<file path="src/hw/rtl/bmm_pkg.sv">
`default_nettype none
// ----------------------------------------------------------------------------
// bmm_pkg
// Shared types and constants of the banked memory map unit.
// ----------------------------------------------------------------------------
package bmm_pkg;

  // store sizes
  localparam int RAM_DEPTH   = 262144;
  localparam int FLASH_DEPTH = 262144;
  localparam int RAM_AW      = $clog2(RAM_DEPTH);
  localparam int FLASH_AW    = $clog2(FLASH_DEPTH);
  // banked addresses are 15 offset bits plus 3 bank bits
  localparam int MAP_AW      = 18;

  // address map constants
  localparam logic [7:0]  IO_PAGE       = 8'h7F;
  localparam logic [2:0]  BANK_LOW_MASK = 3'b111;
  localparam int          BANK_RAM_BIT  = 3;
  localparam logic [15:0] BANKED_BASE   = 16'h8000;
  localparam logic [3:0]  BANK_MASK     = 4'b1111;
  localparam int          IO_SEL_BIT    = 3;

  // queue sizes
  localparam int CMDQ_DEPTH = 2;
  localparam int CMDQ_PW    = $clog2(CMDQ_DEPTH);
  localparam int CMDQ_CW    = $clog2(CMDQ_DEPTH + 1);
  localparam int OUTQ_DEPTH = 4;
  localparam int OUTQ_PW    = $clog2(OUTQ_DEPTH);
  localparam int OUTQ_CW    = $clog2(OUTQ_DEPTH + 1);

  // command kinds
  localparam logic [1:0] KIND_SKIP = 2'd0;
  localparam logic [1:0] KIND_MEM  = 2'd1;
  localparam logic [1:0] KIND_BANK = 2'd2;

  typedef struct packed {
    logic        mode;
    logic [15:0] address;
    logic [7:0]  write_data;
    logic        wr_en;
    logic        rd_en;
    logic        io_strobe;
    logic        irq_line;
    logic        cpu_reset;
  } in_item_t;

  typedef struct packed {
    logic [7:0] read_data;
    logic       read_valid;
    logic [3:0] active_bank;
    logic       in_irq_or_reset;
  } out_item_t;

  // classified command held between front and back
  typedef struct packed {
    logic [1:0]  kind;
    logic [15:0] address;
    logic [7:0]  data;
    logic        wr;
    logic        rd;
    logic        suspend;
    logic        restore;
    logic        load;
  } cmd_t;

  typedef struct packed {
    logic valid;
    cmd_t cmd;
  } cmd_head_t;

  typedef struct packed {
    logic               push;
    out_item_t          item;
  } res_push_t;

endpackage

`default_nettype wire

</file>
<file path="src/hw/rtl/bmm_front.sv">
`default_nettype none
// ----------------------------------------------------------------------------
// bmm_front
// Accepts bus events, classifies them and holds them in a short command queue.
// ----------------------------------------------------------------------------
module bmm_front (
  input  wire logic              clk,
  input  wire logic              rst_n,
  input  wire logic              push,
  output logic                   full,
  input  wire bmm_pkg::in_item_t in_item,
  output bmm_pkg::cmd_head_t     head,
  input  wire logic              head_pop
);
  import bmm_pkg::*;

  cmd_t                cmdq_mem [CMDQ_DEPTH];
  logic [CMDQ_PW-1:0]  wr_ptr_r, wr_ptr_nxt;
  logic [CMDQ_PW-1:0]  rd_ptr_r, rd_ptr_nxt;
  logic [CMDQ_CW-1:0]  count_r, count_nxt;
  logic                do_push, do_pop;
  cmd_t                cls;

  assign full    = (count_r == CMDQ_CW'(CMDQ_DEPTH));
  assign do_push = push && !full;
  assign do_pop  = head_pop && (count_r != '0);

  // classify the event
  always_comb begin
    cls         = '0;
    cls.address = in_item.address;
    cls.data    = in_item.write_data;
    if (in_item.mode) begin
      cls.kind    = KIND_BANK;
      cls.suspend = in_item.irq_line || in_item.cpu_reset;
      cls.restore = in_item.io_strobe && in_item.address[IO_SEL_BIT];
      cls.load    = in_item.io_strobe && !in_item.address[IO_SEL_BIT];
    end else if (in_item.address[15:8] == IO_PAGE) begin
      cls.kind = KIND_SKIP;
    end else begin
      cls.kind = KIND_MEM;
      cls.wr   = in_item.wr_en;
      cls.rd   = in_item.rd_en;
    end
  end

  // pointer and count update
  always_comb begin
    wr_ptr_nxt = wr_ptr_r;
    rd_ptr_nxt = rd_ptr_r;
    count_nxt  = count_r;
    if (do_push) begin
      wr_ptr_nxt = (wr_ptr_r == CMDQ_PW'(CMDQ_DEPTH - 1)) ? '0 : wr_ptr_r + 1'b1;
    end
    if (do_pop) begin
      rd_ptr_nxt = (rd_ptr_r == CMDQ_PW'(CMDQ_DEPTH - 1)) ? '0 : rd_ptr_r + 1'b1;
    end
    unique case ({do_push, do_pop})
      2'b10:   count_nxt = count_r + 1'b1;
      2'b01:   count_nxt = count_r - 1'b1;
      default: count_nxt = count_r;
    endcase
  end

  always_ff @(posedge clk) begin
    if (!rst_n) begin
      wr_ptr_r <= '0;
      rd_ptr_r <= '0;
      count_r  <= '0;
    end else begin
      wr_ptr_r <= wr_ptr_nxt;
      rd_ptr_r <= rd_ptr_nxt;
      count_r  <= count_nxt;
    end
  end

  // queue storage, no reset needed
  always_ff @(posedge clk) begin
    if (do_push) begin
      cmdq_mem[wr_ptr_r] <= cls;
    end
  end

  assign head.valid = (count_r != '0);
  assign head.cmd   = cmdq_mem[rd_ptr_r];

endmodule

`default_nettype wire

</file>
<file path="config.mk">
export PLATFORM = sky130hd
export DESIGN_NAME = bmm_front
export DESIGN_NICKNAME = d
export VERILOG_FILES = /design/src/hw/rtl/bmm_pkg.sv /design/src/hw/rtl/bmm_front.sv
export SDC_FILE = /design/constraint.sdc
export NUM_CORES = 1
export LEC_CHECK = 0
export BUFFER_PORTS_ARGS = -buffer_cell sky130_fd_sc_hd__buf_2
export CAP_MARGIN = 20
export CORE_MARGIN = 2
export CORE_UTILIZATION = 51
export CTS_CLUSTER_DIAMETER = 120
export DETAILED_ROUTE_END_ITERATION = 10
export PLACE_DENSITY = 0.78
export SLEW_MARGIN = 20
export SYNTH_ARGS = -nofsm -noshare
export SYNTH_HDL_FRONTEND = slang
export SYNTH_SLANG_ARGS = --single-unit
</file>
<file path="constraint.sdc">
create_clock -name clk -period 2.4 [get_ports clk]
set_clock_uncertainty 0.2 [all_clocks]
set_input_delay 0.12 -clock clk [delete_from_list [all_inputs] [get_ports clk]]
set_output_delay 0.12 -clock clk [all_outputs]
set_load 0.005 [all_outputs]
</file>
Word level (Yosys, flattened, before mapping)
Memory sizes are Yosys's and may differ from the RTL's. A register that Yosys moved wholly into a read port is not among the register bits.
Index checks and enable logic that the tools add are counted.
{ "totals": {"register_bits": 4, "mem_bits_rw": 62, "inputBits": 34, "output_inout_bits": 33, "elab_cells": 33, "n_memories": 1} }
{ "op_classes": {"n_addsub": 4, "n_eq_ne": 4, "mux": 12, "n_reduce_logical": 9} }
{ "mem_list": {"columns": ["name", "depth", "word_bits", "rd", "rd_ports_with_merged_regs", "write_ports", "line", "source"], "rows": [
  ["cmdq_mem", 2, 31, 1, 1, 1, "bmm_front.sv:17", "cmd_t cmdq_mem [CMDQ_DEPTH];"]
]} }
{ "ops": {"columns": ["cell", "n"], "rows": [
  ["equality test 8 x 7 -> 1 bit, second input constant", 1],
  ["two-way mux 1 bit", 7],
  ["two-way mux 2 bit", 3],
  ["equality test 2 bit, second input constant", 2],
  ["logical AND 1 bit", 4],
  ["one-hot mux 2 bit (2 select lines)", 1],
  ["nonzero test 2 bit", 2],
  ["two-way mux 3 bit", 1],
  ["adder 1 bit, second input constant", 2],
  ["adder 2 x 1 -> 2 bit, second input constant", 1],
  ["equality test 2 x 1 -> 1 bit, second input constant", 1],
  ["zero test 1 bit", 2],
  ["subtractor 2 x 1 -> 2 bit, second input constant", 1],
  ["logical OR 1 bit", 1]
]} }

Logic depth before layout (Yosys ltp)
{ "depth": {"ltp_word": 5, "mapped_depth": 6} }

Worst setup path before layout
No wires, ideal clock.
{ "synth_path": {"path_type": "register to register", "startpoint": "reg count_r[0]", "endpoint": "mem cmdq_mem[0][0] in the netlist's numbering, enable pin", "setup_time_ns": 0.386, "arrival_ns": 1.519, "path_slack_ns": 0.295, "path_stages_with_launch": 5, "path_buffers": 0, "period_less_slack_ns": 2.105, "cell_sequence": "dfxtp_1 nand2b_2 inv_2 or3_1 inv_1"} }
{ "synth_between": {"elab_chain_len": 5} }
{ "synth_lines": {"columns": ["element", "line", "source"], "rows": [
  ["start: declaration", "bmm_front.sv:20", "logic [CMDQ_CW-1:0] count_r, count_nxt;"],
  ["start signal: assignment", "bmm_front.sv:73", "count_r <= count_nxt;"],
  ["equality test 2 bit", "bmm_front.sv:24", "assign full = (count_r == CMDQ_CW'(CMDQ_DEPTH));"],
  ["via full", "bmm_front.sv:10", "output logic full,"],
  ["zero test 1 bit", "bmm_front.sv:25", "assign do_push = push && !full;"],
  ["logical AND 1 bit", "bmm_front.sv:25", null],
  ["two-way mux 1 bit", "bmm_front.sv:79", "if (do_push) begin"],
  ["two-way mux 1 bit (implied by the code)", "bmm_front.sv:80", "cmdq_mem[wr_ptr_r] <= cls;"],
  ["end: declaration", "bmm_front.sv:17", null]
]} }
The timed path passes the listed nets, and every way through them passes these cells.

==> out/metrics.cfg <==
[layout]
insertedDiodeCount=0
drive_gt1_frac=0.435
finish.net_count=277
final_area_mm2=0.00345
area_growth_syn_to_layout_pct=36.6
final.fill_count=314
cell_count_final_fillers_out=313

[logic_synthesis]
synth_warn=0
synth_fp_nets=167
post_synth_inst_count=132
mean_instance_size_in_the_synthesized_netlist_um2=19.1
netlist_area_mm2=0.00252
synth_seq_area_share=0.777
ys_types=23
yosys_register_bits=67

[die]
io_pins=67
initial_core_util=0.531
fp.dieArea_mm2=0.00553
die_height_um=74.3
placement_rows=25
floorplan.core_area_mm2=0.00475
die_width_um=74.3

[timing]
finalCriticalPeriod_ns=2.02
final.period_utilization=0.840
timing.max_slew.rel_slack=0.732
finalSetupViolCount=0
grt_setup_unrepaired=false
timing.final.max_slew_violations=0
hold_viol_final=0
tns_ns=0
worstMarginPinSlew_ns=0.402
clock.fmax_mhz=496

[worst_setup_path]
critical-path-slowest-cell=sky130_fd_sc_hd__dfxtp_1
worst_path_dominant_cell_family=flip-flops
crit_type=register to primary output
timing.critical_path.to_type=primary output
startpoint_type=register
timing.critical_path.depth=3
timing.critical_path.buf_inv=2
wp_data_required_ns=2.08
setup.reg_to_reg.worst_slack_ns=0.43
critical_path_arrival_ns=1.70
critical_path_max_stage_delay_ns=0.56
cp_cell_sequence=buf_4, mux2_1, buf_2
worstRegToRegCells=5
crit_path_max_fanout=12

[global_routing]
grt-ovfl-total=0
grt_antenna_before_repair=0
grt.met3_usage=0.0650
grt_pass1_wl_mm=7.22
grt_start_max_net_pins=32
gr-max-usage-layer=met2
vias_in_the_first_global_route=1579
track_usage=0.188
global_route.usage.met2=0.337
use_met1=0.198

[cts]
ctsHtreeMaxLevel=3
cts.repair_timing.setup_buffer_count=0
clock_insertion_delay_worst_skew_ns=0.33
cts-buffers-inserted=9
cts_repair_resize_count=0
cts-hold-fix-buffers=32
cts_tree=built
maximum_clock_insertion_buffer_count=2
clockRootBuffer=sky130_fd_sc_hd__clkbuf_8
clk_sinks=67
cts.reportedPaths.clkPinSlew_ns=0.06

[routing]
drt_pre_antenna_iters=4
routed-via-count=1498
dr.first_iter.drc_count=95
wire_per_inst_um=15.3
post-route-drc-count=0
ant_nets_after_route=0
finalWirelength_mm=4.80
post_drt_via_cell_ratio=4.79

[placement]
dpl_cell_area_mm2=0.00295
post-place-cells=266
place_congestion=0.712
numPortBuffers=66
dp_hpwl_mm=3.06

[power_and_ir_drop]
leakagePower_nw=1.33
pwr_density_cell_mw_per_mm2=939
total_power_mw=3.24
ir_worst_vdd_mv=0.605

[min_path]
whs_path_depth=4
classification_of_the_worst_slack_hold_path=input pin to register

[run]
max_cap_viol=0

[run_status]
outcome=finished clean

## kinds of logic (layout without fill, tap and decap cells)
group / Yosys count / in the layout / synth area share
mux: 31 / 31 / 0.138
flops: 67 / 67 / 0.777
buf+inv: 6 / 120 / 0.0104
fa+ha+maj: 1 / 1 / 0.00496
simple gates: 18 / 18 / 0.0426
xor+xnor: 3 / 3 / 0.0104
compound gates: 6 / 6 / 0.0159
## routing by layer
metal,vias to the layer above,share of wire
met1,710,0.40
met4,0,0.023
met2,48,0.53
met5,-,0
li1,729,-
met3,11,0.046
## cell usage after synthesis
| library cell | n | area share |
|---|---|---|
| sky130_fd_sc_hd__ha_1 | 1 | 0.0050 |
| sky130_fd_sc_hd__mux2_1 | 8 | 0.036 |
| sky130_fd_sc_hd__buf_2 | 3 | 0.0059 |
| sky130_fd_sc_hd__dfxtp_1 | 5 | 0.040 |
| sky130_fd_sc_hd__edfxtp_1 | 62 | 0.74 |
| sky130_fd_sc_hd__nand2_1 | 2 | 0.0030 |
| sky130_fd_sc_hd__a21boi_1 | 2 | 0.0059 |
| sky130_fd_sc_hd__nand4_1 | 1 | 0.0025 |
| sky130_fd_sc_hd__or2_2 | 1 | 0.0025 |
| sky130_fd_sc_hd__nor2_1 | 3 | 0.0045 |
| sky130_fd_sc_hd__nor2b_1 | 2 | 0.0050 |
| sky130_fd_sc_hd__inv_1 | 2 | 0.0030 |
| sky130_fd_sc_hd__or3_1 | 2 | 0.0050 |
| sky130_fd_sc_hd__o21a_1 | 2 | 0.0059 |
| sky130_fd_sc_hd__nand4b_1 | 1 | 0.0035 |
| sky130_fd_sc_hd__nor3b_1 | 2 | 0.0059 |
| sky130_fd_sc_hd__inv_2 | 1 | 0.0015 |
| sky130_fd_sc_hd__and3_1 | 2 | 0.0050 |
| sky130_fd_sc_hd__and2_1 | 1 | 0.0025 |
| sky130_fd_sc_hd__xnor2_1 | 3 | 0.010 |
| sky130_fd_sc_hd__o21ai_0 | 2 | 0.0040 |
| sky130_fd_sc_hd__nand2b_2 | 1 | 0.0035 |
| sky130_fd_sc_hd__mux2_2 | 23 | 0.10 |
## registers in the layout (all words and copies together), names as in the netlist, named ones only
name and count:
cmdq_mem 62, count_r 2, rd_ptr_r 1, wr_ptr_r 1
## final timing paths
kind,to,from
setup / recovery,head[0],register
hold / removal,rd_ptr_r$_SDFFE_PN0P_,head_pop
setup reg to reg,cmdq_mem[0][8]$_DFFE_PP_,count_r[0]$_SDFFE_PN0P_
hold reg to reg,wr_ptr_r$_SDFFE_PN0P_,wr_ptr_r$_SDFFE_PN0P_
## worst register-to-register path, cell delays in order (launching register included)
cell	delay (ns)
sky130_fd_sc_hd__dfxtp_1	0.42
sky130_fd_sc_hd__nand2b_2	0.19
sky130_fd_sc_hd__inv_2	0.05
sky130_fd_sc_hd__or3_1	0.33
sky130_fd_sc_hd__inv_1	0.06
sky130_fd_sc_hd__buf_4	0.35
## through the flow
stage / utilization / worst slack, ns / hold slack [ns]
after floorplan: - / 0.295 / 0.0189
after global placement: 0.621 / 0.548 / 0.110
after detailed placement: 0.621 / 0.441 / 0.112
after CTS: 0.725 / 0.362 / 0.0478
after global routing: 0.725 / 0.285 / 0.108
final: 0.725 / 0.385 / 0.0582
## cell usage in the layout (no fill, tap or decap), types with 2 or more instances in the layout
cell type / synthesis / layout
sky130_fd_sc_hd__nand2_1: 2 / 2
sky130_fd_sc_hd__and3_1: 2 / 2
sky130_fd_sc_hd__mux2_1: 8 / 8
sky130_fd_sc_hd__clkinv_1: 0 / 2
sky130_fd_sc_hd__clkbuf_8: 0 / 9
sky130_fd_sc_hd__nor3b_1: 2 / 2
sky130_fd_sc_hd__buf_4: 0 / 4
sky130_fd_sc_hd__inv_1: 2 / 2
sky130_fd_sc_hd__edfxtp_1: 62 / 62
sky130_fd_sc_hd__mux2_2: 23 / 23
sky130_fd_sc_hd__clkbuf_1: 0 / 2
sky130_fd_sc_hd__dlygate4sd3_1: 0 / 32
sky130_fd_sc_hd__o21a_1: 2 / 2
sky130_fd_sc_hd__xnor2_1: 3 / 3
sky130_fd_sc_hd__nor2_1: 3 / 3
sky130_fd_sc_hd__a21boi_1: 2 / 2
sky130_fd_sc_hd__or3_1: 2 / 2
sky130_fd_sc_hd__dfxtp_1: 5 / 5
sky130_fd_sc_hd__nor2b_1: 2 / 2
sky130_fd_sc_hd__o21ai_0: 2 / 2
sky130_fd_sc_hd__buf_2: 3 / 66
## final cells by class
| type | count | area, µm² | share of cell area |
|---|---|---|---|
| Multi-Input combinational cell | 59 | 536 | 0.155 |
| Sequential cell | 67 | 1960 | 0.569 |
| Timing Repair Buffer | 102 | 681 | 0.197 |
| Inverter | 3 | 11.3 | 0.00327 |
| Clock inverter | 4 | 42.5 | 0.0123 |
| Tap cell | 67 | 83.8 | 0.0243 |
| Clock buffer | 11 | 131 | 0.0381 |
## report_power, final
part           switching [mW]  total [mW]  leakage (nW)  internal (mW)
registers              0.0802        1.56         0.624           1.48
clock network           0.372       0.837        0.0882          0.466
logic                   0.379       0.838         0.621          0.459
No activity file was read; power rests on OpenSTA's default activity.
