===== config.mk =====
export PLATFORM = sky130hd
export DESIGN_NAME = bmm_out_fifo
export DESIGN_NICKNAME = d
export VERILOG_FILES = /design/src/hw/rtl/bmm_pkg.sv /design/src/hw/rtl/bmm_out_fifo.sv
export SDC_FILE = /design/constraint.sdc
export NUM_CORES = 1
export LEC_CHECK = 0
export BUFFER_PORTS_ARGS = -buffer_cell sky130_fd_sc_hd__buf_2
export CAP_MARGIN = 30
export CORE_AREA = 2 2 87 89
export CTS_CLUSTER_SIZE = 40
export DETAILED_ROUTE_END_ITERATION = 10
export DIE_AREA = 0 0 89 91
export PLACE_DENSITY = 0.63
export REMOVE_ABC_BUFFERS = 1
export SYNTH_ARGS = -nofsm -noshare
export SYNTH_HDL_FRONTEND = slang
export SYNTH_SLANG_ARGS = --single-unit

===== constraint.sdc =====
create_clock -name clk -period 5.6 [get_ports clk]
set_input_delay 0.84 -clock clk [delete_from_list [all_inputs] [get_ports clk]]
set_output_delay 0.84 -clock clk [all_outputs]
set_load 0.005 [all_outputs]

===== src/hw/rtl/bmm_pkg.sv =====
`default_nettype none
// ----------------------------------------------------------------------------
// bmm_pkg
// Shared types and constants of the banked memory map unit.
// ----------------------------------------------------------------------------
package bmm_pkg;

  // store sizes
  localparam int RAM_DEPTH   = 262144;
  localparam int FLASH_DEPTH = 262144;
  localparam int RAM_AW      = $clog2(RAM_DEPTH);
  localparam int FLASH_AW    = $clog2(FLASH_DEPTH);
  // banked addresses are 15 offset bits plus 3 bank bits
  localparam int MAP_AW      = 18;

  // address map constants
  localparam logic [7:0]  IO_PAGE       = 8'h7F;
  localparam logic [2:0]  BANK_LOW_MASK = 3'b111;
  localparam int          BANK_RAM_BIT  = 3;
  localparam logic [15:0] BANKED_BASE   = 16'h8000;
  localparam logic [3:0]  BANK_MASK     = 4'b1111;
  localparam int          IO_SEL_BIT    = 3;

  // queue sizes
  localparam int CMDQ_DEPTH = 2;
  localparam int CMDQ_PW    = $clog2(CMDQ_DEPTH);
  localparam int CMDQ_CW    = $clog2(CMDQ_DEPTH + 1);
  localparam int OUTQ_DEPTH = 4;
  localparam int OUTQ_PW    = $clog2(OUTQ_DEPTH);
  localparam int OUTQ_CW    = $clog2(OUTQ_DEPTH + 1);

  // command kinds
  localparam logic [1:0] KIND_SKIP = 2'd0;
  localparam logic [1:0] KIND_MEM  = 2'd1;
  localparam logic [1:0] KIND_BANK = 2'd2;

  typedef struct packed {
    logic        mode;
    logic [15:0] address;
    logic [7:0]  write_data;
    logic        wr_en;
    logic        rd_en;
    logic        io_strobe;
    logic        irq_line;
    logic        cpu_reset;
  } in_item_t;

  typedef struct packed {
    logic [7:0] read_data;
    logic       read_valid;
    logic [3:0] active_bank;
    logic       in_irq_or_reset;
  } out_item_t;

  // classified command held between front and back
  typedef struct packed {
    logic [1:0]  kind;
    logic [15:0] address;
    logic [7:0]  data;
    logic        wr;
    logic        rd;
    logic        suspend;
    logic        restore;
    logic        load;
  } cmd_t;

  typedef struct packed {
    logic valid;
    cmd_t cmd;
  } cmd_head_t;

  typedef struct packed {
    logic               push;
    out_item_t          item;
  } res_push_t;

endpackage

`default_nettype wire


===== src/hw/rtl/bmm_out_fifo.sv =====
`default_nettype none
// ----------------------------------------------------------------------------
// bmm_out_fifo
// Result queue; decouples the result consumer from the execute stages.
// ----------------------------------------------------------------------------
module bmm_out_fifo (
  input  wire logic                        clk,
  input  wire logic                        rst_n,
  input  wire bmm_pkg::res_push_t          res,
  output logic [bmm_pkg::OUTQ_CW-1:0]      count,
  output logic                             empty,
  input  wire logic                        pop,
  output bmm_pkg::out_item_t               out_item
);
  import bmm_pkg::*;

  out_item_t           q_mem [OUTQ_DEPTH];
  logic [OUTQ_PW-1:0]  wr_ptr_r, wr_ptr_nxt;
  logic [OUTQ_PW-1:0]  rd_ptr_r, rd_ptr_nxt;
  logic [OUTQ_CW-1:0]  count_r, count_nxt;
  logic                do_pop;

  // back end only pushes when it holds a credit, so no full check here
  assign empty  = (count_r == '0);
  assign do_pop = pop && !empty;
  assign count  = count_r;

  always_comb begin
    wr_ptr_nxt = wr_ptr_r;
    rd_ptr_nxt = rd_ptr_r;
    if (res.push) begin
      wr_ptr_nxt = (wr_ptr_r == OUTQ_PW'(OUTQ_DEPTH - 1)) ? '0 : wr_ptr_r + 1'b1;
    end
    if (do_pop) begin
      rd_ptr_nxt = (rd_ptr_r == OUTQ_PW'(OUTQ_DEPTH - 1)) ? '0 : rd_ptr_r + 1'b1;
    end
    unique case ({res.push, do_pop})
      2'b10:   count_nxt = count_r + 1'b1;
      2'b01:   count_nxt = count_r - 1'b1;
      default: count_nxt = count_r;
    endcase
  end

  always_ff @(posedge clk) begin
    if (!rst_n) begin
      wr_ptr_r <= '0;
      rd_ptr_r <= '0;
      count_r  <= '0;
    end else begin
      wr_ptr_r <= wr_ptr_nxt;
      rd_ptr_r <= rd_ptr_nxt;
      count_r  <= count_nxt;
    end
  end

  always_ff @(posedge clk) begin
    if (res.push) begin
      q_mem[wr_ptr_r] <= res.item;
    end
  end

  assign out_item = q_mem[rd_ptr_r];

endmodule

`default_nettype wire


# After elaboration in Yosys (flattened, before gate mapping)
# Memory sizes are Yosys's and may differ from the RTL's. A register that Yosys moved wholly into a read port is not among the register bits.
# Cells that the tools add are included.
[word_totals] in_bits=18 ram_bits=56 n_memories=1 reg_bits=7 output_inout_bits=18
[op_classes] muxes=7 reduce_logical=4 n_addsub=4 eq_ne=4
[memory_table] memory="q_mem" words=4 word_bits=14 read_ports=1 rd_ports_with_merged_regs=1 wr=1 line="bmm_out_fifo.sv:17" rtl="out_item_t q_mem [OUTQ_DEPTH];"
[op_table] cell="two-way mux 2 bit" count=4
[op_table] cell="equality test 2 bit, second input constant" count=3
[op_table] cell="one-hot mux 3 bit (2 select lines)" count=1
[op_table] cell="adder 2 x 1 -> 2 bit, second input constant" count=2
[op_table] cell="adder 3 x 1 -> 3 bit, second input constant" count=1
[op_table] cell="zero test 3 bit" count=1
[op_table] cell="subtractor 3 x 1 -> 3 bit, second input constant" count=1
[op_table] cell="equality test 2 x 1 -> 1 bit, second input constant" count=1
[op_table] cell="two-way mux 1 bit" count=2
[op_table] cell="nonzero test 2 bit" count=1
[op_table] cell="logical AND 1 bit" count=1
[op_table] cell="zero test 1 bit" count=1

# Longest topological paths before layout
# Gate-level depths: netlist of the first run.
[logic_depth] ltp_word=5 ltp_mapped=8 mapped_depth_nobuf=8

# Worst setup path before layout of the first run
# Ideal clock, no wire load.
[synth_timing] kind="input -> register" start="input pop" end="register count_r[2], in the netlist count[2]" path_slack_ns=3.372 setup_time_ns=0.076 arrival_ns=2.152 cell_stages=8 n_path_buf=0 required_ns=5.524 path_cell_list="o31ai_1 -> inv_1 -> ha_1 -> inv_1 -> fa_1 -> xor2_1 -> or3_1 -> a21boi_0"
[synth_between] elab_chain_cells=3 elab_cells_between_ends=5
[synth_lines] item="start: declaration" line="bmm_out_fifo.sv:12" rtl="input wire logic pop,"
[synth_lines] item="logical AND 1 bit *" line="bmm_out_fifo.sv:25" rtl="assign do_pop = pop && !empty;"
[synth_lines] item="equality test 2 x 1 -> 1 bit / equality test 2 bit (equally long branches)" line="bmm_out_fifo.sv:37" rtl="unique case ({res.push, do_pop})"
[synth_lines] item="one-hot mux 3 bit (2 select lines) / nonzero test 2 bit (equally long branches)"
[synth_lines] item="end signal: assignment" line="bmm_out_fifo.sv:52" rtl="count_r <= count_nxt;"
[synth_lines] item="end: declaration" line="bmm_out_fifo.sv:20" rtl="logic [OUTQ_CW-1:0] count_r, count_nxt;"
# Every way passes the cells marked *; elsewhere a longest branch is shown, timed or not.
# A chain may end at the register's enable or synchronous reset.

==> results.yml, run 1 <==
synth:
  yosysSeqAreaShare: 0.741
  synth.area.mux_share: 0.136
  synth-edff-count: 56
  ys_dominant_reg_cell: "edfxtp_1"
  ys_seq_elements: 65
  ys_async_sr_fraction: 0
  synth_xor_area_frac: 0.00698
  syn_area_per_cell_um2: 20.4
  synth.cell_area_um2: 2510
  synthAdderAreaFrac: 0.0379
  synth_compound_area_frac: 0.0159
  synth.distinct_cells: 25
  postSynthCellCount: 123
  synth_top_family_by_area: "multiplexers"
  synth_warnings: 0
  synth_simple_gate_area_frac: 0.0374
timing:
  tightest_slew_ns: 0.899
  min_period_over_period: 0.515
  setup_viol: 0
  grt_setup_unrepaired: "false"
  worst_slack_ns: 2.71
  fin_setup_tns_ns: 0
  hold_violations: 0
  relSlewSlack: 0.400
  drv_slew: 0
  fin_crit_ns: 2.89
  skew_ns: 0.00993
  max_freq_mhz: 346
route:
  drt_iter0_drc: 75
  avgRoutedWirePerCell_um: 14.8
  ant_nets: 0
  vias: 1216
  wl_um: 4020
  avgViaCountPerCell: 4.49
  drt_pre_antenna_iters: 4
  drc_errors: 0
cells_and_area:
  fin_util: 0.420
  stdcell_count: 271
  areaGrowthSynthToFinish_pct: 19.2
  final_nets: 191
  drive_above_1_share: 0.351
pwr:
  p_seq_frac: 0.490
  comb_power_share: 0.160
  p_int_uw: 931
  p_sw_frac: 0.247
  leakagePower_uw: 0.00105
  ir_worst_vdd_mv: 0.179
  p_per_area_nw_per_um2: 413
  clock_power_share: 0.350
  power_switching_uw: 305
die:
  die_area_um2: 8100
  start_util: 0.352
  die_y_um: 91
  ioPinCount: 36
  core_area_um2: 7140
  die_w_um: 89
  std_cell_rows: 31
global_route:
  grt-ovfl-total: 0
  grt_usage: 0.106
  grt_pass1_vias: 1221
  antenna_found_initial: 1
  grt_pass1_wl_um: 6120
  grt_max_degree: 15
clock_network:
  cts.sinks: 65
  cts_tree: "done"
  clock_latency_ns: 0.34
  root_buffer: "clkbuf_8"
  max-clock-path-buffers: 2
  numCtsBuffers: 9
  path_clk_slew_ns: 0.07
  postCtsSetupBuffers: 0
  ctsHoldBuffers: 0
  cts_resized: 0
  cts-htree-levels: 3
placed_design:
  preCtsSetupSlack_ns: 3.01
  place_congestion: 0.715
  io_buffers: 35
  numPlacedInstances: 254
  dp_hpwl_um: 2550
critical_path:
  cpMaxStageDelayCell: "dfxtp_1"
  crit_fanout: 14
  cp-end-kind: "output port"
  critPathRequiredTime_ns: 4.76
  crit_family: "flip-flops"
  startpoint_type: "flop"
  critical_path_buf_inv_count: 1
  cp_cell_sequence: "mux4_1 -> buf_2"
  arrival_ns: 2.05
  slowest_delay_ns: 0.91
  critical_path_class: "flop to output port"
min_path:
  hp-class: "flop to flop"
job:
  maxCapViolations: 0
outcome:
  status: "complete, no violations"
-- sequential cells by signal (all words and copies together), names as in the netlist, named ones only --
register,count
wr_ptr_r,2
q_mem,56
count,3
rd_ptr_r,2
-- cell usage in the layout (no fill, tap or decap), types with 2 or more instances in the layout --
cell type,n
edfxtp_1,56
buf_2,35
mux4_2,10
dfxtp_1,9
clkbuf_8,9
inv_1,7
and2_1,6
ha_1,6
mux4_1,4
o21ai_0,4
nand2_1,3
nor2b_1,2
nand3_1,2
bufinv_16,2
-- synthesized netlist by cell type, types with 2 or more instances --
library cell | n | area [µm²]
and2_1 | 6 | 37.5
inv_1 | 7 | 26.3
mux4_2 | 10 | 225
dfxtp_1 | 9 | 180
o21ai_0 | 4 | 20.0
mux4_1 | 4 | 105
ha_1 | 6 | 75.1
edfxtp_1 | 56 | 1680
nor2b_1 | 2 | 12.5
nand3_1 | 2 | 10.0
nand2_1 | 3 | 11.3
-- path summary, 6_finish.rpt --
check / from / endpoint / slack (ns) / cells past startpoint
max: flop / out_item[12] / 2.71 / 2
min: rd_ptr_r[1]$_SDFFE_PN0N_ / rd_ptr_r[1]$_SDFFE_PN0N_ / 0.55 / 2
max reg2reg: count[0]$_SDFFE_PN0P_ / count[2]$_SDFFE_PN0P_ / 3.54 / 8
min reg2reg: rd_ptr_r[1]$_SDFFE_PN0N_ / rd_ptr_r[1]$_SDFFE_PN0N_ / 0.55 / 2
-- power groups by stage --
| stage | logic (µW) | registers, µW | clock network, µW |
|---|---|---|---|
| final | 198 | 606 | 432 |
| after global routing | 221 | 614 | 467 |
| after CTS | 203 | 608 | 442 |
| after detailed placement | 202 | 619 | 0 |
| after global placement | 196 | 617 | 0 |
| after floorplan | 126 | 606 | 0 |
-- worst min-delay path, delay by kind of cell (launching register included) --
kind	cells	cell delay, ns
DFF	1	0.33
and+or+nand+nor	1	0.07
AOI/OAI and AO/OA	1	0.11
-- through the flow --
step           area, µm²  power [µW]  hold WS [ns]
2_1_floorplan       2470         732         0.478
3_3_place_gp        2770         814         0.509
3_5_place_dp        2770         821         0.529
4_1_cts             2990        1250         0.546
5_1_grt             2990        1300         0.596
6_report            2990        1240         0.546
-- per-layer routing --
layer / vias up / track usage / share of wire
met1: 596 / 0.128 / 0.43
met3: 8 / 0.0400 / 0.064
met2: 42 / 0.160 / 0.48
met5: - / 0 / 0
met4: 0 / 0.0634 / 0.019
li1: 570 / - / -
-- final cells by class --
class / count / area (µm²)
diodes: 1 / 2.50
clock buffers: 9 / 124
clock inverters: 7 / 93.8
fillers: 681 / 4140
inverters: 7 / 26.3
multi-input cells: 48 / 587
flip-flops and latches: 65 / 1860
well taps: 99 / 124
repair buffers: 35 / 175
-- kinds of logic (layout without fill, tap and decap cells) --
logic type / Yosys count / after routing
DFF: 65 / 65
and+or+nand+nor: 17 / 17
muxes: 15 / 15
buffers and inverters: 10 / 58
adders and majority gates: 7 / 7
AOI/OAI and AO/OA: 7 / 7
xor gates and xnor gates: 2 / 2
other: 0 / 1
Power figures use the tool's default switching activity.
==> inputs of run 2 (changes only) <==
--- a/config.mk
+++ b/config.mk
@@ -5,13 +5,14 @@
 export SDC_FILE = /design/constraint.sdc
 export NUM_CORES = 1
 export LEC_CHECK = 0
+export ABC_AREA = 1
 export BUFFER_PORTS_ARGS = -buffer_cell sky130_fd_sc_hd__buf_2
 export CAP_MARGIN = 30
-export CORE_AREA = 2 2 87 89
+export CORE_AREA = 2 2 88 90
 export CTS_CLUSTER_SIZE = 40
 export DETAILED_ROUTE_END_ITERATION = 10
-export DIE_AREA = 0 0 89 91
-export PLACE_DENSITY = 0.63
+export DIE_AREA = 0 0 90 92
+export PLACE_DENSITY = 0.65
 export REMOVE_ABC_BUFFERS = 1
 export SYNTH_ARGS = -nofsm -noshare
 export SYNTH_HDL_FRONTEND = slang
==> constraint.sdc (replaced) <==
create_clock -name clk -period 2.3 [get_ports clk]
set_input_delay 0.345 -clock clk [delete_from_list [all_inputs] [get_ports clk]]
set_output_delay 0.345 -clock clk [all_outputs]
set_load 0.005 [all_outputs]
==> run 2 against run 1 <==
  * Wire length grew 15%
  * Via count is 30% higher
  * Largest power group unchanged
  * Flip-flop and latch count is the same
  * Setup slack worse by 2.3 ns
==> results.yml, run 2 <==
synth:
  ys_dominant_reg_cell: "edfxtp_1"
  postSynthCellCount: 198
  ys_seq_elements: 65
  synth_top_area_share: 0.654
  synth_area_leaders: "edfxtp_1 65%, dfxtp_1 7.0%, o21ai_0 5.1%, nor2_1 4.7%, o22ai_1 3.4%"
  ys_top_cells_by_count: "56 x edfxtp_1, 32 x nor2_1, 26 x o21ai_0"
  synth.distinct_cells: 20
  ys_async_sr_fraction: 0
  synth_top_cell_by_area: "edfxtp_1"
  synth-edff-count: 56
  synth.cell_area_um2: 2570
  yosysMostFrequentCell: "edfxtp_1"
  yosysSeqAreaShare: 0.724
  syn_area_per_cell_um2: 13.0
  synth_warnings: 0
timing:
  grt_setup_unrepaired: "false"
  worst_slack_ns: 0.404
  min_period_over_period: 0.825
  fin_crit_ns: 1.90
  max_freq_mhz: 527
  setup_viol: 0
  hold_violations: 0
  fin_setup_tns_ns: 0
  skew_ns: 0.00465
  drv_slew: 0
  relSlewSlack: 0.572
  tightest_slew_ns: 0.641
die:
  start_util: 0.345
  std_cell_rows: 32
  die_w_um: 90
  die_y_um: 92
  die_area_um2: 8280
  ioPinCount: 36
  core_area_um2: 7450
pwr:
  clock_power_share: 0.306
  comb_power_share: 0.215
  leakagePower_uw: 0.00116
  power_switching_uw: 837
  p_seq_frac: 0.479
  p_sw_frac: 0.284
  p_int_uw: 2110
  finalPower_uw: 2940
  p_per_area_nw_per_um2: 977
  ir_worst_vdd_mv: 0.495
critical_path:
  arrival_ns: 2.13
  startpoint: "count[0]$_SDFFE_PN0P_"
  r2r.worst_path.cells: 13
  startpoint_type: "flop"
  critPathRequiredTime_ns: 2.54
  critical_path_class: "flop to flop"
  r2r_start: "count[0]$_SDFFE_PN0P_"
  cp-end-kind: "flop"
  crit_fanout: 5
clock_network:
  cts_tree: "done"
  numCtsBuffers: 9
  ctsHoldBuffers: 0
  path_clk_slew_ns: 0.07
  root_buffer: "clkbuf_8"
  clock_latency_ns: 0.34
  cts-htree-levels: 3
  cts.sinks: 65
  postCtsSetupBuffers: 0
  max-clock-path-buffers: 2
  cts_resized: 0
cells_and_area:
  n_antenna_cell: 0
  drive_above_1_share: 0.224
  largest_reg_flops: 56
  top_register: "q_mem"
  layout_commonest_cell: "edfxtp_1"
  fillCellCount: 719
  final_nets: 265
  layout_common_cells: "56 x edfxtp_1, 35 x buf_2, 32 x nor2_1, 26 x o21ai_0, 17 x inv_1"
  areaGrowthSynthToFinish_pct: 17.2
global_route:
  grt-ovfl-total: 0
  grt_pass1_wl_um: 7380
  antenna_found_initial: 0
  grt_usage: 0.119
  grt_max_degree: 29
  grt_pass1_vias: 1589
route:
  wl_um: 4620
  ant_nets: 0
  drt_iter0_drc: 73
  avgViaCountPerCell: 4.54
  vias: 1576
  drt_pre_antenna_iters: 4
  drc_errors: 0
  avgRoutedWirePerCell_um: 13.3
min_path:
  worstHoldStart: "res[2]"
  hp-class: "primary input to flop"
  hold_path_depth: 1
outcome:
  status: "complete, no violations"
placed_design:
  io_buffers: 35
  preCtsSetupSlack_ns: 0.429
  dp_hpwl_um: 2980
  place_congestion: 0.763
job:
  maxCapViolations: 0
==> run 2: cell types whose count changed after synthesis, sizes merged, moves of 2 or more <==
cell	change
and2	-6
a21oi	+4
mux4	-14
buf	+3
nor2b	-2
o21ai	+28
nand3	+2
inv	+12
nand2	+7
nor2	+31
o22ai	+14
==> run 2: layout make-up <==
type | count | area, µm² | area share
clock buffers | 10 | 128 | 0.0424
repair buffers | 38 | 198 | 0.0656
inverters | 19 | 71.3 | 0.0237
well taps | 102 | 128 | 0.0424
multi-input cells | 107 | 568 | 0.189
flip-flops and latches | 65 | 1860 | 0.618
clock inverters | 6 | 58.8 | 0.0195
==> run 2: final timing paths <==
check | to | slack [ns]
setup / recovery | count[2]$_SDFFE_PN0P_ | 0.40
hold / removal | q_mem[2][2]$_DFFE_PP_ | 0.22
setup reg to reg | count[2]$_SDFFE_PN0P_ | 0.40
hold reg to reg | wr_ptr_r[1]$_SDFFE_PN0P_ | 0.52
==> run 2: cell families after synthesis <==
family / synth area share
buf+inv: 0.0550
compound gates: 0.110
flops: 0.724
simple gates: 0.0740
fa+ha+maj: 0.0370
==> run 2: power by group through the flow <==
| stage | Combinational [µW] | Sequential, µW | Clock (µW) |
|---|---|---|---|
| after floorplan | 337 | 1450 | 0 |
| after global placement | 626 | 1430 | 0 |
| after detailed placement | 641 | 1440 | 0 |
| after CTS | 645 | 1410 | 930 |
| after global routing | 720 | 1420 | 978 |
| final | 634 | 1410 | 901 |
==> run 2: layer usage <==
| layer | track usage | part of all wire | vias to the layer above |
|---|---|---|---|
| met1 | 0.121 | 0.39 | 741 |
| met2 | 0.216 | 0.53 | 37 |
| met4 | 0.0462 | 0.016 | 0 |
| li1 | - | - | 790 |
| met5 | 0 | 0 | - |
| met3 | 0.0509 | 0.060 | 8 |
==> run 2: metrics by stage <==
| step | instance area, µm² | util | std cells | hold WS (ns) |
|---|---|---|---|---|
| 2_1_floorplan | 2500 | - | 191 | 0.444 |
| 3_3_place_gp | 2830 | 0.380 | 331 | 0.516 |
| 3_5_place_dp | 2830 | 0.380 | 331 | 0.524 |
| 4_1_cts | 3010 | 0.405 | 347 | 0.197 |
| 5_1_grt | 3010 | 0.405 | 347 | 0.211 |
| 6_report | 3010 | 0.405 | 347 | 0.221 |
==> run 2: critical path, cell delays in order (launching register included) <==
cell and delay [ns]:
dfxtp_1 0.32, inv_1 0.08, nand3_1 0.19, inv_1 0.10, nor2_1 0.12, ha_1 0.19, inv_1 0.07, fa_1 0.38
inv_1 0.07, nand2_1 0.07, nand3_1 0.07, nand2_1 0.05, inv_1 0.04, nor2_1 0.04
==> inputs of run 3 (changes only) <==
--- a/config.mk
+++ b/config.mk
@@ -5,13 +5,13 @@
 export SDC_FILE = /design/constraint.sdc
 export NUM_CORES = 1
 export LEC_CHECK = 0
-export ABC_AREA = 1
+export ABC_AREA = 0
 export BUFFER_PORTS_ARGS = -buffer_cell sky130_fd_sc_hd__buf_2
 export CAP_MARGIN = 30
-export CORE_AREA = 2 2 88 90
+export CORE_AREA = 2 2 87 89
 export CTS_CLUSTER_SIZE = 40
 export DETAILED_ROUTE_END_ITERATION = 10
-export DIE_AREA = 0 0 90 92
+export DIE_AREA = 0 0 89 91
 export PLACE_DENSITY = 0.65
 export REMOVE_ABC_BUFFERS = 1
 export SYNTH_ARGS = -nofsm -noshare
==> constraint.sdc (replaced) <==
create_clock -name clk -period 1.65 [get_ports clk]
set_input_delay 0.2475 -clock clk [delete_from_list [all_inputs] [get_ports clk]]
set_output_delay 0.2475 -clock clk [all_outputs]
set_load 0.005 [all_outputs]
==> run 3 against run 2 <==
  * The flow now finishes with violations (negative setup slack)
  * Total power increased by 53%
  * Cell count down 18%
  * Non-clock buffer count rose by 12
  * First-iteration DRC count grew 23%
  * Critical path depth shrank 10
  * Sequential share of layout area decreased by 2.6 points
  * Register-to-register slack worse by 0.44 ns
  * Global-route usage fell by 0.30 points
==> results.yml, run 3 (same netlist as run 1, synthesis figures left out) <==
placed_design:
  place_area_um2: 2880
  io_buffers: 35
  preCtsSetupSlack_ns: -0.114
  place_congestion: 0.626
  numPlacedInstances: 267
  dp_hpwl_um: 2610
timing:
  min_period_over_period: 1.08
  tightest_slew_ns: 0.719
  setup_viol: 15
  max_freq_mhz: 562
  skew_ns: 0.00780
  relSlewSlack: 0.521
  grt_setup_unrepaired: "true"
  fin_crit_ns: 1.78
  hold_violations: 0
  whs_ns: 0.123
  worst_slack_ns: -0.128
  drv_slew: 0
clock_network:
  max-clock-path-buffers: 2
  ctsHoldBuffers: 0
  path_clk_slew_ns: 0.07
  cts_tree: "done"
  cts-htree-levels: 3
  numCtsBuffers: 9
  cts.sinks: 65
  clock_latency_ns: 0.34
  root_buffer: "clkbuf_8"
critical_path:
  cp_cell_sequence: "buf_12 -> mux4_2 -> buf_2"
  critical_path_class: "flop to output port"
  r2r.worst_path.cells: 8
  cp-end-kind: "output port"
  worst_r2r_endpoint: "count[2]$_SDFFE_PN0P_"
  crit_fanout: 7
  cpMaxStageDelayCell: "mux4_2"
  r2r_start: "count[1]$_SDFFE_PN0P_"
  slowest_delay_ns: 0.52
  arrival_ns: 1.53
  critPathRequiredTime_ns: 1.40
  r2r_slack_ns: -0.04
  startpoint_type: "flop"
  crit_family: "multiplexers"
  critical_path_buf_inv_count: 2
cells_and_area:
  stdcell_area_um2: 3160
  largest_reg_flops: 56
  areaGrowthSynthToFinish_pct: 25.7
  drive_above_1_share: 0.473
  regArea_um2: 1870
  n_antenna_cell: 0
  multi_input_area_um2: 592
  fillCellCount: 657
  layout_commonest_cell: "edfxtp_1"
  final_nets: 206
  layout_common_cells: "56 x edfxtp_1, 34 x buf_2, 14 x mux4_2, 13 x buf_4, 9 x clkbuf_8"
  top_register: "q_mem"
  stdcell_count: 285
min_path:
  hp-class: "primary input to flop"
  hold_path_end: "q_mem[0][7]$_DFFE_PP_"
  worstHoldStart: "res[7]"
  hold_path_depth: 1
outcome:
  status: "complete, but fails checks"
  failed_checks: "negative setup slack"
die:
  core_area_um2: 7140
  die_y_um: 91
  die_w_um: 89
  ioPinCount: 36
  start_util: 0.352
  die_area_um2: 8100
  std_cell_rows: 31
global_route:
  grt_max_degree: 15
  grt_pass1_vias: 1328
  antenna_found_initial: 0
  grt_pass1_wl_um: 6580
  grt_usage: 0.116
  grt-ovfl-total: 0
pwr:
  ir_worst_vdd_mv: 0.870
  p_seq_frac: 0.442
  leakagePower_uw: 0.00113
  p_sw_frac: 0.249
  clock_power_share: 0.325
  p_per_area_nw_per_um2: 1430
  comb_power_share: 0.233
  power_switching_uw: 1120
  p_int_uw: 3380
job:
  maxCapViolations: 0
route:
  drt_iter0_drc: 90
  avgViaCountPerCell: 4.48
  avgRoutedWirePerCell_um: 15.1
  vias: 1278
  drc_errors: 0
  ant_nets: 0
  wl_um: 4290
  drt_pre_antenna_iters: 4
==> run 3: per-stage QoR <==
step           TNS (ns)  power, µW   util
2_1_floorplan    -0.296       2480      -
3_3_place_gp    -0.0644       2900  0.404
3_5_place_dp     -0.196       2930  0.404
4_1_cts           -1.81       4530  0.440
5_1_grt           -2.36       4740  0.442
6_report          -1.32       4500  0.442
==> run 3: worst max-delay path by stage <==
stage	from	end	slack, ns	cells after the start
after global placement	pop	count[2]$_SDFFE_PN0P_	-0.05	9
after floorplan	count[1]$_SDFFE_PN0P_	count[2]$_SDFFE_PN0P_	-0.17	8
after global routing	flop	out_item[10]	-0.18	3
after detailed placement	count[1]$_SDFFE_PN0P_	count[2]$_SDFFE_PN0P_	-0.11	8
final	flop	out_item[10]	-0.13	3
after CTS	flop	out_item[10]	-0.17	3
==> run 3: final cells by class <==
type / instances / area share
Multi-Input combinational cell: 48 / 0.188
Clock buffer: 9 / 0.0393
Tap cell: 99 / 0.0393
Timing Repair Buffer: 50 / 0.103
Inverter: 7 / 0.00833
Sequential cell: 65 / 0.592
Clock inverter: 7 / 0.0297
==> run 3: worst register-to-register path, delay by kind of cell (launching register included) <==
family	cells	cell delay, ns
fa+ha+maj	2	0.50
flops	1	0.36
simple gates	1	0.31
compound gates	2	0.19
xor+xnor	1	0.15
buf+inv	2	0.11
==> run 3: metal layers <==
| metal | part of all wire | track usage | wire (µm) | vias to the layer above |
|---|---|---|---|---|
| met5 | 0 | 0 | 0 | - |
| met4 | 0.021 | 0.0485 | 89 | 0 |
| met3 | 0.057 | 0.0627 | 246 | 9 |
| met2 | 0.50 | 0.190 | 2160 | 37 |
| met1 | 0.42 | 0.123 | 1790 | 633 |
| li1 | - | - | - | 599 |
==> run 3: power by group through the flow <==
stage / combinational [µW] / clock, µW / sequential (µW)
floorplan: 428 / 0 / 2060
detailed placement: 949 / 0 / 1980
global placement: 924 / 0 / 1980
finish: 1050 / 1460 / 1990
CTS: 1040 / 1500 / 1990
global route: 1150 / 1580 / 2000
==> run 3: timing repair <==
action,4_1_cts,5_1_grt
buffers inserted,0,1
resized for setup,17,2
hold endpoints to repair,0,0
cloned,1,0
pin swaps,1,0
endpoints found under the setup margin,16,27
